===== src/rtl/pira_pkg.sv =====
package pira_pkg;

  localparam int TIME_W  = 8;
  localparam int NUM_W   = 16;
  localparam int RATE_W  = 15;
  localparam int DIV_W   = 16;
  localparam int DVR_W   = 8;
  localparam int DCNT_W  = $clog2(DIV_W + 1);
  localparam int CFG_IDX_W  = 2;
  localparam int CFG_DATA_W = 16;
  localparam int ITEM_MAX   = 255;

  localparam logic [CFG_IDX_W-1:0] CFG_MIN_INTERVAL   = 2'd0;
  localparam logic [CFG_IDX_W-1:0] CFG_RATE_NUMERATOR = 2'd1;

  localparam logic [TIME_W-1:0] MIN_INTERVAL_RST   = 8'd1;
  localparam logic [NUM_W-1:0]  RATE_NUMERATOR_RST = 16'd600;
  localparam logic [RATE_W-1:0] RATE_MAX           = 15'h7fff;

  typedef struct packed {
    logic capture;
    logic update;
    logic div_start;
    logic div_sel_rate;
    logic div_step;
    logic avg_store;
    logic rate_store;
    logic out_load;
  } cmd_t;

  typedef struct packed {
    logic gap_ok;
    logic div_done;
    logic out_free;
  } status_t;

endpackage


===== src/rtl/pulse_interval_rate_averager_top.sv =====
// Pulse interval rate averager.
// Input channel: in_valid / in_stall carry one capture timestamp per transaction.
// The interval to the previous timestamp goes into a moving window of WINDOW
// entries when it exceeds min_interval; the mean interval and the rate
// (rate_numerator / mean, saturated to 15 bits) are recomputed, otherwise held.
// Output channel: out_valid / out_stall, one result transaction per input.
// Configuration: cfg_valid / cfg_ready (always ready); index 0 is min_interval,
// index 1 is rate_numerator, other indexes are dropped. Write only while idle.
// An accepted interval runs two 16-step restoring divisions on one shared
// divider, one bit per cycle; a rejected one skips them. No new input is taken
// until the result loads; the next one is taken in the cycle after that.
// The finished result sits in an output register; a new input is taken while it
// waits, and the next result is held back until the receiver takes the old one.
// Reset (synchronous, rst_n low) clears the timestamp history, the window
// position and fill flag, the running sum and the held average and rate;
// min_interval returns to 1, rate_numerator to 600. No clearing pass is needed.
module pulse_interval_rate_averager_top #(
  parameter int WINDOW = 10
) (
  input  logic                               clk,
  input  logic                               rst_n,
  input  logic                               in_valid,
  output logic                               in_stall,
  input  logic [pira_pkg::TIME_W-1:0]        in_capture_time,
  output logic                               out_valid,
  input  logic                               out_stall,
  output logic                               out_accepted,
  output logic [pira_pkg::TIME_W-1:0]        out_interval,
  output logic [pira_pkg::TIME_W-1:0]        out_average_interval,
  output logic [pira_pkg::RATE_W-1:0]        out_pulses_per_minute,
  input  logic                               cfg_valid,
  output logic                               cfg_ready,
  input  logic [pira_pkg::CFG_IDX_W-1:0]     cfg_index,
  input  logic [pira_pkg::CFG_DATA_W-1:0]    cfg_data
);
  import pira_pkg::*;

  cmd_t    cmd;
  status_t st;

  logic [TIME_W-1:0] min_interval_r;
  logic [NUM_W-1:0]  rate_numerator_r;

  assign cfg_ready = 1'b1;

  always_ff @(posedge clk) begin
    if (!rst_n) begin
      min_interval_r   <= MIN_INTERVAL_RST;
      rate_numerator_r <= RATE_NUMERATOR_RST;
    end else if (cfg_valid && cfg_ready) begin
      unique case (cfg_index)
        CFG_MIN_INTERVAL:   min_interval_r   <= cfg_data[TIME_W-1:0];
        CFG_RATE_NUMERATOR: rate_numerator_r <= cfg_data[NUM_W-1:0];
        default: ;
      endcase
    end
  end

  pira_ctrl u_ctrl (
    .clk      (clk),
    .rst_n    (rst_n),
    .in_valid (in_valid),
    .in_stall (in_stall),
    .st       (st),
    .cmd      (cmd)
  );

  pira_dp #(
    .WINDOW (WINDOW)
  ) u_dp (
    .clk                   (clk),
    .rst_n                 (rst_n),
    .cmd                   (cmd),
    .st                    (st),
    .in_capture_time       (in_capture_time),
    .min_interval          (min_interval_r),
    .rate_numerator        (rate_numerator_r),
    .out_stall             (out_stall),
    .out_valid             (out_valid),
    .out_accepted          (out_accepted),
    .out_interval          (out_interval),
    .out_average_interval  (out_average_interval),
    .out_pulses_per_minute (out_pulses_per_minute)
  );

  // an accepted transaction makes the block busy, so in_stall is raised before another input can be taken
  assert property (@(posedge clk) disable iff (!rst_n)
    (in_valid && !in_stall) |=> in_stall)
    else $error("input taken twice in consecutive cycles");

  // an averaged interval is nonzero, so its mean can never be zero
  assert property (@(posedge clk) disable iff (!rst_n)
    (out_valid && out_accepted) |-> (out_average_interval != '0))
    else $error("zero average reported for an accepted interval");

endmodule


===== src/rtl/pira_ctrl.sv =====
module pira_ctrl (
  input  logic              clk,
  input  logic              rst_n,
  input  logic              in_valid,
  output logic              in_stall,
  input  pira_pkg::status_t st,
  output pira_pkg::cmd_t    cmd
);
  import pira_pkg::*;

  typedef enum logic [5:0] {
    S_IDLE     = 6'b000001,
    S_CHECK    = 6'b000010,
    S_LOAD_AVG = 6'b000100,
    S_AVG      = 6'b001000,
    S_RATE     = 6'b010000,
    S_FINISH   = 6'b100000
  } state_t;

  state_t state_r;
  state_t state_nxt;

  assign in_stall = (state_r != S_IDLE);

  always_comb begin
    state_nxt = state_r;
    cmd       = '0;
    unique case (state_r)
      S_IDLE: begin
        if (in_valid) begin
          cmd.capture = 1'b1;
          state_nxt   = S_CHECK;
        end
      end
      S_CHECK: begin
        if (st.gap_ok) begin
          cmd.update = 1'b1;
          state_nxt  = S_LOAD_AVG;
        end else begin
          state_nxt = S_FINISH;
        end
      end
      S_LOAD_AVG: begin
        cmd.div_start = 1'b1;
        state_nxt     = S_AVG;
      end
      S_AVG: begin
        if (st.div_done) begin
          // chain straight into the rate division with the fresh average
          cmd.avg_store    = 1'b1;
          cmd.div_start    = 1'b1;
          cmd.div_sel_rate = 1'b1;
          state_nxt        = S_RATE;
        end else begin
          cmd.div_step = 1'b1;
        end
      end
      S_RATE: begin
        if (st.div_done) begin
          cmd.rate_store = 1'b1;
          state_nxt      = S_FINISH;
        end else begin
          cmd.div_step = 1'b1;
        end
      end
      S_FINISH: begin
        if (st.out_free) begin
          cmd.out_load = 1'b1;
          state_nxt    = S_IDLE;
        end
      end
      default: state_nxt = S_IDLE;
    endcase
  end

  always_ff @(posedge clk) begin
    if (!rst_n) begin
      state_r <= S_IDLE;
    end else begin
      state_r <= state_nxt;
    end
  end

endmodule


===== src/rtl/pira_dp.sv =====
module pira_dp #(
  parameter int WINDOW = 10
) (
  input  logic                           clk,
  input  logic                           rst_n,
  input  pira_pkg::cmd_t                 cmd,
  output pira_pkg::status_t              st,
  input  logic [pira_pkg::TIME_W-1:0]    in_capture_time,
  input  logic [pira_pkg::TIME_W-1:0]    min_interval,
  input  logic [pira_pkg::NUM_W-1:0]     rate_numerator,
  input  logic                           out_stall,
  output logic                           out_valid,
  output logic                           out_accepted,
  output logic [pira_pkg::TIME_W-1:0]    out_interval,
  output logic [pira_pkg::TIME_W-1:0]    out_average_interval,
  output logic [pira_pkg::RATE_W-1:0]    out_pulses_per_minute
);
  import pira_pkg::*;

  localparam int PW    = $clog2(WINDOW);
  localparam int SUM_W = $clog2(WINDOW * ITEM_MAX + 1);
  localparam logic [PW-1:0]    POS_LAST  = PW'(WINDOW - 1);
  localparam logic [DVR_W-1:0] WINDOW_DV = DVR_W'(WINDOW);

  logic [TIME_W-1:0] ring_mem [WINDOW];
  logic [TIME_W-1:0] rd_data_r;

  logic [TIME_W-1:0] prev_r;
  logic [TIME_W-1:0] gap_r;
  logic [PW-1:0]     pos_r;
  logic [PW-1:0]     pos_nxt;
  logic              filled_r;
  logic [SUM_W-1:0]  sum_r;
  logic [SUM_W-1:0]  sum_nxt;
  logic [TIME_W-1:0] old_val;
  logic [TIME_W-1:0] held_avg_r;
  logic [RATE_W-1:0] held_rate_r;

  logic [DIV_W-1:0]  quo_r;
  logic [DVR_W-1:0]  rem_r;
  logic [DVR_W-1:0]  dvr_r;
  logic [DCNT_W-1:0] dcnt_r;
  logic [DVR_W:0]    shifted;
  logic              ge;
  logic [DVR_W-1:0]  count_dv;

  logic              out_valid_r;
  logic              out_accepted_r;
  logic [TIME_W-1:0] out_interval_r;
  logic [TIME_W-1:0] out_avg_r;
  logic [RATE_W-1:0] out_ppm_r;

  // slots ahead of the write pointer count as zero until the first wrap sets filled_r
  assign old_val = filled_r ? rd_data_r : '0;
  assign sum_nxt = sum_r - SUM_W'(old_val) + SUM_W'(gap_r);
  assign pos_nxt = (pos_r == POS_LAST) ? '0 : pos_r + PW'(1);
  assign count_dv = filled_r ? WINDOW_DV : DVR_W'(pos_r);

  assign shifted = {rem_r, quo_r[DIV_W-1]};
  assign ge      = (shifted >= {1'b0, dvr_r});

  assign st.gap_ok   = (gap_r > min_interval);
  assign st.div_done = (dcnt_r == '0);
  assign st.out_free = !out_valid_r || !out_stall;

  always_ff @(posedge clk) begin
    if (cmd.capture) begin
      rd_data_r <= ring_mem[pos_r];
    end
    if (cmd.update) begin
      ring_mem[pos_r] <= gap_r;
    end
  end

  always_ff @(posedge clk) begin
    if (cmd.capture) begin
      gap_r <= in_capture_time - prev_r;
    end
  end

  always_ff @(posedge clk) begin
    if (!rst_n) begin
      prev_r      <= '0;
      pos_r       <= '0;
      filled_r    <= 1'b0;
      sum_r       <= '0;
      held_avg_r  <= '0;
      held_rate_r <= '0;
    end else begin
      if (cmd.capture) begin
        prev_r <= in_capture_time;
      end
      if (cmd.update) begin
        sum_r <= sum_nxt;
        pos_r <= pos_nxt;
        if (pos_r == POS_LAST) begin
          filled_r <= 1'b1;
        end
      end
      if (cmd.avg_store) begin
        held_avg_r <= quo_r[TIME_W-1:0];
      end
      if (cmd.rate_store) begin
        held_rate_r <= quo_r[DIV_W-1] ? RATE_MAX : quo_r[RATE_W-1:0];
      end
    end
  end

  // restoring divider, one quotient bit per cycle
  always_ff @(posedge clk) begin
    if (!rst_n) begin
      dcnt_r <= '0;
    end else if (cmd.div_start) begin
      dcnt_r <= DCNT_W'(DIV_W);
    end else if (cmd.div_step) begin
      dcnt_r <= dcnt_r - DCNT_W'(1);
    end
  end

  always_ff @(posedge clk) begin
    if (cmd.div_start) begin
      rem_r <= '0;
      if (cmd.div_sel_rate) begin
        quo_r <= DIV_W'(rate_numerator);
        dvr_r <= DVR_W'(quo_r[TIME_W-1:0]);
      end else begin
        quo_r <= DIV_W'(sum_r);
        dvr_r <= count_dv;
      end
    end else if (cmd.div_step) begin
      rem_r <= ge ? DVR_W'(shifted - {1'b0, dvr_r}) : shifted[DVR_W-1:0];
      quo_r <= {quo_r[DIV_W-2:0], ge};
    end
  end

  always_ff @(posedge clk) begin
    if (!rst_n) begin
      out_valid_r <= 1'b0;
    end else if (cmd.out_load) begin
      out_valid_r <= 1'b1;
    end else if (!out_stall) begin
      out_valid_r <= 1'b0;
    end
  end

  always_ff @(posedge clk) begin
    if (cmd.out_load) begin
      out_accepted_r <= st.gap_ok;
      out_interval_r <= gap_r;
      out_avg_r      <= held_avg_r;
      out_ppm_r      <= held_rate_r;
    end
  end

  assign out_valid             = out_valid_r;
  assign out_accepted          = out_accepted_r;
  assign out_interval          = out_interval_r;
  assign out_average_interval  = out_avg_r;
  assign out_pulses_per_minute = out_ppm_r;

endmodule


===== config.mk =====
export PLATFORM = sky130hd
export DESIGN_NAME = pulse_interval_rate_averager_top
export DESIGN_NICKNAME = d
export VERILOG_FILES = /design/src/rtl/pira_pkg.sv /design/src/rtl/pulse_interval_rate_averager_top.sv /design/src/rtl/pira_ctrl.sv /design/src/rtl/pira_dp.sv
export SDC_FILE = /design/constraint.sdc
export NUM_CORES = 1
export LEC_CHECK = 0
export BUFFER_PORTS_ARGS = -buffer_cell sky130_fd_sc_hd__clkbuf_2
export CAP_MARGIN = 10
export CORE_UTILIZATION = 45
export DETAILED_ROUTE_END_ITERATION = 6
export HOLD_SLACK_MARGIN = 0.02
export SLEW_MARGIN = 20
export SYNTH_ARGS = -nofsm -noshare
export SYNTH_HDL_FRONTEND = slang
export SYNTH_HIERARCHICAL = 1
export SYNTH_SLANG_ARGS = --single-unit

===== constraint.sdc =====
create_clock -name clk -period 4.5 [get_ports clk]
set_input_delay 0.45 -clock clk [delete_from_list [all_inputs] [get_ports clk]]
set_output_delay 0.45 -clock clk [all_outputs]
set_load 0.02 [all_outputs]

==> key figures <==
Synthesis
  • Synth Area in XOR/XNOR: between 1.5 and 2%
  • Synth unique cells: between 60 and 70
  • Most frequent cells after synthesis: 152 x edfxtp_1, 92 x dfxtp_1, 81 x inv_1, 67 x nand2_1, 65 x mux2i_1
  • Ys async rst share: 0%
  • Number of synthesized flops with an enable pin: between 150 and 200
  • Mapped Nets: just over 1000
  • Area leader, netlist: edfxtp_1
  • Synth top area cells: edfxtp_1 41%, dfxtp_1 16%, mux2i_1 5.8%
  • Register bit total from synthesis: between 200 and 250
  • Most frequent cell after synthesis: edfxtp_1
  • Synthesized area per cell: 11.9 sq um
  • Top_reg_cell synth: edfxtp_1
  • Synth warn: 6
  • Top cell type's share of synthesized area: between 40% and 50%
  • Multiplexer area fraction after synthesis: a little under a tenth
  • Seq/Total Area, Yosys: 57.0%
  • Simple-gate share of the synthesized area: about an eighth
  • Syn Inst Count: between 900 and 1000
  • Netlist Area Pre-Place: roughly 11000 sq um
  • Compound-gate portion of the synthesized area: 9.18%
  • Largest family of logic cells by synthesized area: simple AND/OR/NAND/NOR gates
  • Adder-Cell Fraction of Synth Area: between 5 and 6%

Global routing
  • Met1 Usage GRT: 26.7%
  • Initial antenna violation count: 0
  • GR Layer Usage met2: roughly 27%
  • Largest net degree at the start of global routing: 75
  • GR Util met3: between 2 and 3%
  • GRT Overall Usage: around 18%
  • GRT overflow: 0
  • GRT busiest layer: met2
  • Number of global-route vias before repair: roughly 6800
  • First-pass GRT wire length: 36200 um

Placed design
  • GP Congestion: about 0.81
  • PortBufs: between 60 and 70
  • DP HPWL: between 15000 and 20000 um

Clock network
  • Post-CTS sizing: 0
  • Clk buf depth: 3
  • Clk Latency, worst-skew pair: around 0.54 ns
  • H-Tree Level Count: 1
  • # clock sinks: approximately 240
  • Num CTS Buffers: 27
  • Clock slew at reported path FFs: around 0.060 ns
  • Post-CTS Setup Bufs: 0
  • Hold-fix buffers, CTS: 0
  • CTS tree: done
  • CTS Root Buffer Type: clkbuf_16

Floorplan
  • Die X-Extent: 160 um
  • Full die area: ~26000 sq um
  • Core area: between 20000 and 25000 sq um
  • Io pins: 66
  • Starting density of the core: 46.1%
  • # rows: between 50 and 60
  • Die H: about 160 um

Cells and area
  • Area Growth Syn to Fin: 12.5%
  • Fin util: around half
  • Fillcell total: around 2200
  • Final #Nets: about 1100
  • Share of layout cells above drive strength 1: 14.6%
  • ANT cells: 0

Setup path
  • Worst-path maximum fanout: 24
  • Crit Path Class: reg2reg
  • Delay of the slowest critical-path stage: 0.70 ns
  • Crit end category: register
  • Worst Path Required: 4.73 ns
  • Critical path startpoint category: register
  • Worst-path cell chain: ha_1, nor2b_1, o21a_1, o21ai_0, nand2b_1, a21oi_1, a21oi_1, and4_1, buf_4, nor3b_1, buf_4
  • Slowest cell on crit path: nor3b_1
  • WP data arrival: between 3 and 4 ns

Power
  • Clock power frac: between 30% and 40%
  • VDD IR max: about 0.27 mV
  • Power Density: roughly 420 nW/um^2
  • Combinational fraction of design power: between 10% and 20%
  • Switching Share: about a quarter
  • Internal cell power: about 4000 uW
  • P_sw: between 1000 and 1500 uW
  • Static leakage: between 0.004 and 0.005 uW
  • Sequential share of power: 48.8%

STA
  • Max Fclk: ~280 MHz
  • Fin Setup TNS: 0 ns
  • RSZ-0062 raised after global routing: false
  • Clock Skews: 0.0340 ns
  • Final Hold Viols: 0
  • Final setup viols: 0
  • Relative slew slack: ~33%
  • Worst Hold Slack: approximately 0.15 ns
  • Period utilisation layout: about 81%
  • Min cycle time layout: about 3.6 ns
  • Worst-margin pin slew: between 1 and 1.5 ns
  • Fin. max-slew vios: 0

Route
  • Post-DRT Antenna Nets: 0
  • DR vias/cell: 5.15
  • Total Wirelength: ~22000 um
  • Vias after detailed routing: roughly 6900
  • DRC Markers: 0
  • Drt pass-1 iters: 5
  • Iter 0 DRT Violations: 394
  • WL/cell: ~16 um

Run status
  • Status: finished clean

Worst hold path
  • HP Class: in2reg

Job
  • Max-cap violations: 0
[metrics by stage]
step | area [sq um] | worst slack (ns) | cells | total power [uW]
2_1_floorplan | 11200 | 1.20 | 943 | 3130
3_3_place_gp | 11800 | 1.00 | 1295 | 3310
3_5_place_dp | 11800 | 0.890 | 1295 | 3320
4_1_cts | 12600 | 0.858 | 1345 | 5370
5_1_grt | 12600 | 0.549 | 1345 | 5550
6_report | 12600 | 0.875 | 1345 | 5300
[registers in the layout (all words and copies together) (netlist names)]
signal	count
u_dp/quo_r	16
rate_numerator_r	16
u_dp/out_valid	1
u_dp/filled_r	1
u_dp/ring_mem	80
u_dp/gap_r	8
u_dp/pos_r	4
u_dp/rem_r	8
u_dp/out_interval	8
u_dp/sum_r	12
u_ctrl/state_r	6
u_dp/held_rate_r	15
u_dp/dvr_r	8
u_dp/out_average_interval	8
u_dp/out_accepted	1
u_dp/dcnt_r	5
u_dp/held_avg_r	8
u_dp/out_pulses_per_minute	15
u_dp/prev_r	8
min_interval_r	8
u_dp/rd_data_r	8
[worst paths after layout]
path,start,to,slack (ns),depth (start not counted)
setup / recovery,u_dp/gap_r[1],u_dp/ring_mem[8][6],0.88,11
hold / removal,cfg_data[13],rate_numerator_r[13],0.15,3
setup reg to reg,u_dp/gap_r[1],u_dp/ring_mem[8][6],0.88,11
hold reg to reg,u_dp/held_rate_r[10],u_dp/out_pulses_per_minute[10],0.43,0
[cell usage in the layout (no fill, tap or decap), types with 37 or more instances in the layout]
cell / synthesis / routed
nor2_1: 64 / 63
edfxtp_1: 152 / 152
a21oi_1: 52 / 52
dfxtp_1: 92 / 91
nand2_1: 67 / 67
mux2i_1: 65 / 65
o21ai_0: 42 / 42
clkbuf_2: 0 / 63
inv_1: 81 / 81
ha_1: 37 / 37
[power groups by stage]
stage	registers [uW]	logic [uW]	clock network, uW
2_1_floorplan	2590	543	0
3_3_place_gp	2630	680	0
3_5_place_dp	2640	683	0
4_1_cts	2590	687	2090
5_1_grt	2600	773	2170
6_report	2590	681	2030
[logic make-up after synthesis]
family,count (synthesis)
AO/OA/AOI/OAI,162
XOR/XNOR,25
adder cells (fa/ha/maj),47
buffers and inverters,128
flip-flops,244
multiplexers,82
other,1
AND/OR/NAND/NOR,254
[worst max-delay path, delay by kind of cell (launching register included)]
family	cells	cell delay [ns]
AOI/OAI and AO/OA	4	0.62
and+or+nand+nor	4	1.19
buffers and inverters	2	0.56
DFF	1	0.57
adders and majority gates	1	0.38
[routing by layer]
| metal | share of wire [%] | up-vias |
|---|---|---|
| met1 | 51 | 3318 |
| met5 | 0 | - |
| met2 | 43 | 124 |
| li1 | - | 3465 |
| met3 | 4.0 | 19 |
| met4 | 1.4 | 0 |
[final cells by class]
type	count	area, sq um	area share [%]
clock buffers	40	754	5.97
multi-input cells	571	4290	33.9
well taps	324	405	3.21
flip-flops and latches	244	6410	50.7
repair buffers	75	415	3.29
inverters	81	304	2.40
clock inverters	10	68.8	0.544
(Power assumes the default switching activity.)
